<file path="config.mk">
export PLATFORM = sky130hd
export DESIGN_NAME = hbmv_mul
export DESIGN_NICKNAME = d
export VERILOG_FILES = /design/src/design/hermitian_band_matvec_core_macros.svh /design/src/design/hbmv_pkg.sv /design/src/design/hbmv_mul.sv
export SDC_FILE = /design/constraint.sdc
export NUM_CORES = 2
export LEC_CHECK = 0
export ABC_CLOCK_PERIOD_IN_PS = 9440
export BUFFER_PORTS_ARGS = -buffer_cell sky130_fd_sc_hd__clkbuf_2
export CAP_MARGIN = 20
export CELL_PAD_IN_SITES_DETAIL_PLACEMENT = 2
export CELL_PAD_IN_SITES_GLOBAL_PLACEMENT = 2
export CORE_MARGIN = 2
export CORE_UTILIZATION = 35
export DETAILED_ROUTE_END_ITERATION = 12
export HOLD_SLACK_MARGIN = 0.06
export PLACE_DENSITY_LB_ADDON = 0.3
export SLEW_MARGIN = 25
export SYNTH_ARGS = -nofsm -noshare
export SYNTH_HDL_FRONTEND = slang
export SYNTH_SLANG_ARGS = --single-unit
</file>
<file path="constraint.sdc">
create_clock -name clock -period 9.44 [get_ports clock]
set_input_delay 2.36 -clock clock [delete_from_list [all_inputs] [get_ports clock]]
set_output_delay 2.36 -clock clock [all_outputs]
set_load 0.005 [all_outputs]
</file>
<file path="src/design/hermitian_band_matvec_core_macros.svh">
// assertion macros for the hermitian band matrix-vector core
`ifndef HERMITIAN_BAND_MATVEC_CORE_MACROS_SVH
`define HERMITIAN_BAND_MATVEC_CORE_MACROS_SVH

// same-cycle implication, disabled during reset
`define HBMV_ASSERT_NOW(lbl, clk, rst, ante, cons) \
   lbl: assert property (@(posedge clk) disable iff (rst) (ante) |-> (cons)) \
      else $error("hbmv assertion failed");

// next-cycle implication, disabled during reset
`define HBMV_ASSERT_NEXT(lbl, clk, rst, ante, cons) \
   lbl: assert property (@(posedge clk) disable iff (rst) (ante) |=> (cons)) \
      else $error("hbmv assertion failed");

`endif

</file>
<file path="src/design/hbmv_pkg.sv">
// shared constants, types and saturation helpers for the band matvec core
`timescale 1ns / 1ps
`default_nettype none

package hbmv_pkg;

   localparam int N_MAX      = 64;
   localparam int K_MAX      = 8;
   localparam int BAND_ROWS  = K_MAX + 1;
   localparam int BAND_DEPTH = N_MAX * BAND_ROWS;
   localparam int IDX_W      = $clog2(N_MAX);
   localparam int CNT_W      = IDX_W + 1;
   localparam int ROW_W      = 4;
   localparam int BAND_AW    = $clog2(BAND_DEPTH);
   localparam int DATA_W     = 32;
   localparam int PROD_W     = 48;
   localparam int ACC_W      = PROD_W + 1;
   localparam int CSR_IDX_W  = 3;

   localparam logic signed [DATA_W-1:0] Q_ONE = 32'sh0001_0000;

   // register indexes
   localparam logic [CSR_IDX_W-1:0] CFG_LOWER    = 3'd0;
   localparam logic [CSR_IDX_W-1:0] CFG_LENGTH   = 3'd1;
   localparam logic [CSR_IDX_W-1:0] CFG_BAND     = 3'd2;
   localparam logic [CSR_IDX_W-1:0] CFG_ALPHA_RE = 3'd3;
   localparam logic [CSR_IDX_W-1:0] CFG_ALPHA_IM = 3'd4;
   localparam logic [CSR_IDX_W-1:0] CFG_BETA_RE  = 3'd5;
   localparam logic [CSR_IDX_W-1:0] CFG_BETA_IM  = 3'd6;

   // request modes
   localparam logic [1:0] MODE_LOAD_X    = 2'd0;
   localparam logic [1:0] MODE_LOAD_Y    = 2'd1;
   localparam logic [1:0] MODE_LOAD_BAND = 2'd2;
   localparam logic [1:0] MODE_RUN       = 2'd3;

   typedef struct packed {
      logic signed [DATA_W-1:0] re;
      logic signed [DATA_W-1:0] im;
   } cval_type;

   typedef struct packed {
      logic signed [DATA_W-1:0] a;
      logic signed [DATA_W-1:0] b;
   } mul_req_type;

   typedef struct packed {
      logic                     valid;
      logic [IDX_W-1:0]         index;
      logic signed [DATA_W-1:0] re;
      logic signed [DATA_W-1:0] im;
      logic                     last;
   } emit_type;

   function automatic logic signed [DATA_W-1:0] sat_wide(input logic signed [ACC_W-1:0] v);
      logic signed [ACC_W-1:0] hi;
      logic signed [ACC_W-1:0] lo;
      hi = 49'sd2147483647;
      lo = -49'sd2147483648;
      if (v > hi) begin
         return 32'sh7fff_ffff;
      end else if (v < lo) begin
         return 32'sh8000_0000;
      end
      return v[DATA_W-1:0];
   endfunction

   function automatic cval_type cadd(input cval_type a, input cval_type b);
      cval_type r;
      r.re = sat_wide(ACC_W'(a.re) + ACC_W'(b.re));
      r.im = sat_wide(ACC_W'(a.im) + ACC_W'(b.im));
      return r;
   endfunction

endpackage

`default_nettype wire

</file>
<file path="src/design/hbmv_mul.sv">
// shared signed 32x32 multiplier with q16 floor scaling and registered product
`timescale 1ns / 1ps
`default_nettype none

module hbmv_mul
   import hbmv_pkg::*;
(
   input  wire logic                     clock,
   input  wire mul_req_type              mul_req,
   output logic signed [PROD_W-1:0]      mul_prod
);

   logic signed [2*DATA_W-1:0] full;
   logic signed [PROD_W-1:0]   prod_ff;

   assign full = (2*DATA_W)'(mul_req.a) * (2*DATA_W)'(mul_req.b);

   // dropping the low 16 bits rounds toward minus infinity
   always_ff @(posedge clock) begin
      prod_ff <= full[2*DATA_W-1:16];
   end

   assign mul_prod = prod_ff;

endmodule

`default_nettype wire

</file>
==> results.json <==
{
  "status": "completed",
  "ys_warn_count": 0,
  "htree_levels": 2,
  "maxSlewViolCount": 0,
  "synth_edf_count": 0,
  "tritoncts": "built",
  "fillCellCount": 11200,
  "cts.clk_slew.worst_paths_ns": 0.08,
  "maxCapViolCount": 0,
  "fmax_mhz": 107,
  "crit_path_end_kind": "register",
  "hp-start": "mul_prod[47]",
  "die_w_um": 327,
  "grt_antenna_before_repair": 2,
  "worstPathArrival_ns": 9.57,
  "dp_cells": 5566,
  "crit_cells": 26,
  "synth_cells": 3820,
  "setup_viol_count_final": 0,
  "start_kind": "primary input",
  "grt_pass1_vias": 33000,
  "viasPerCell": 4.79,
  "ant_nets": 0,
  "use_met2_pct": 44.2,
  "die_area_um2": 107000,
  "nets": 5523,
  "io_buffers": 112,
  "io_pins": 113,
  "synthToLayoutAreaGrowth_pct": 16.8,
  "grt.busiest_layer": "met2",
  "use_met1_pct": 31.5,
  "numCtsBuffers": 5,
  "relSlewSlack_pct": 58.8,
  "first_pass_iters": 4,
  "cp_top_family": "adder cells",
  "hold_path.class": "reg2out",
  "finalCriticalPeriod_ns": 9.32,
  "drt_iter0_drc": 966,
  "cp_num_buf_inv": 7,
  "cts-root-buf": "clkbuf_16",
  "antenna_cells": 0,
  "drc_errors": 0,
  "route.detailed.wl_per_inst_um": 22.6,
  "hpwl_um": 115000,
  "slowest_stage": "fa_1",
  "drive_above_1_share_pct": 15.1,
  "crit_required_ns": 9.69,
  "instances_no_fill": 5578,
  "synth_seq_area_share_pct": 2.63,
  "initial_core_util_pct": 35.3,
  "async_flop_share_pct": 0,
  "tightest_slew_ns": 0.618,
  "syn_area_um2": 36500,
  "crit_top_cell": "fa_1",
  "post-route-period-util_pct": 98.7,
  "ys_ff_latch": 48,
  "hold_buffers": 0,
  "synth_nets": 5146,
  "criticalPathCategory": "in2reg",
  "grt_max_degree": 27,
  "max_stage_delay_ns": 0.62,
  "wirelength_um": 126000,
  "std_cell_rows": 118,
  "regArea_um2": 961,
  "grt_util_met3_pct": 2.82,
  "grt_pass1_wl_um": 198000,
  "cts_buffer_depth": 2,
  "hold_end": "mul_prod[47]",
  "hold_depth": 1,
  "largest_reg_flops": 48,
  "design.core.area_um2": 103000,
  "multiInputGateArea_um2": 31400,
  "synth_ff_type": "dfxtp_1",
  "avgSynthCellArea_um2": 9.56,
  "crit_fanout": 22,
  "overflow": 0,
  "gp_congestion": 0.846,
  "grt_use_total_pct": 24.7,
  "ys_types": 54,
  "numClockSinks": 48,
  "die-height_um": 327,
  "vias": 26700,
  "hold_violations": 0,
  "rsz0062_at_grt": "true"
}
==> final cells by class <==
cell class / count / share of cell area [%]
Clock buffer: 5 / 0.294
Sequential cell: 48 / 2.25
Tap cell: 1380 / 4.05
Timing Repair Buffer: 575 / 11.4
Inverter: 950 / 8.37
Clock inverter: 3 / 0.0440
Multi-Input combinational cell: 2617 / 73.6
==> placed cells by master (no fill, tap or decap), types with 6 or more instances in the layout <==
cell type,count
a21o_1,21
a21oi_1,42
and2_1,512
and3_1,7
buf_12,61
buf_4,400
clkbuf_2,96
clkbuf_4,9
dfxtp_1,48
fa_1,1069
fa_2,12
ha_1,175
inv_1,944
inv_2,6
nand2_1,513
nand2b_1,12
nand3_1,12
nand4_1,14
nor2_1,45
o21a_1,6
o21ai_0,23
o21bai_1,8
xnor2_1,40
xor2_1,23
==> how the worst max path moves through the flow <==
stage | startpoint | endpoint | slack [ns]
2_1_floorplan | mul_req[2] | mul_prod[47] | 0.07
3_3_place_gp | mul_req[63] | mul_prod[47] | -0.47
3_5_place_dp | mul_req[63] | mul_prod[44] | -0.57
4_1_cts | mul_req[54] | mul_prod[47] | 0.005
5_1_grt | mul_req[5] | mul_prod[47] | -0.18
6_report | mul_req[9] | mul_prod[47] | 0.12
==> synth_stat cells, drive strengths merged (6+ instances only) <==
library cell  number  area (µm²)
nand3             12        60.1
xor2              23         201
and3               7        43.8
inv              950        3570
nand2            513        1930
o21bai             8        60.1
a21o              21         158
dfxtp             48         961
nor3               7        35.0
ha               180        2250
a21oi             48         240
clkbuf           201         756
o21a               6        45.0
xnor2             40         350
nor2              46         173
nand2b            12        75.1
and2             513        3210
fa              1081       21600
o21ai             30         158
nand4             14        87.6
==> routing by layer <==
| layer | up-vias | share of wire [%] |
|---|---|---|
| met5 | - | 0 |
| met4 | 0 | 2.8 |
| met3 | 126 | 3.1 |
| met2 | 414 | 53 |
| met1 | 14700 | 41 |
| li1 | 11500 | - |
==> logic make-up after synthesis <==
kind of cell	count (synthesis)	share of synthesized area (%)
DFF	48	2.63
adders and majority gates	1261	65.5
AOI/OAI and AO/OA	153	2.82
and+or+nand+nor	1140	15.7
xor gates and xnor gates	63	1.51
buffers and inverters	1155	11.9
==> repair_timing <==
| item | in CTS | in global routing |
|---|---|---|
| setup endpoints to repair | 10 | 20 |
| pin swaps | 0 | 9 |
| setup buffers | 0 | 4 |
| hold endpoints to repair | 0 | 0 |
| gates resized for setup | 10 | 68 |
==> stage by stage <==
| step | setup slack [ns] | setup TNS, ns | instance area, µm² | util, % | hold WS, ns |
|---|---|---|---|---|---|
| after global placement | -0.467 | -5.59 | 42200 | 40.8 | 2.73 |
| after global routing | -0.184 | -0.760 | 42600 | 41.2 | 3.14 |
| after CTS | 0.00471 | 0 | 42400 | 41.0 | 3.14 |
| after detailed placement | -0.571 | -8.58 | 42200 | 40.8 | 2.73 |
| final | 0.118 | 0 | 42600 | 41.2 | 3.12 |
| after floorplan | 0.0653 | 0 | 36500 | - | 2.64 |
Power is not shown: default switching activity piles up to over one toggle a cycle in this logic, so the estimate is an artifact.
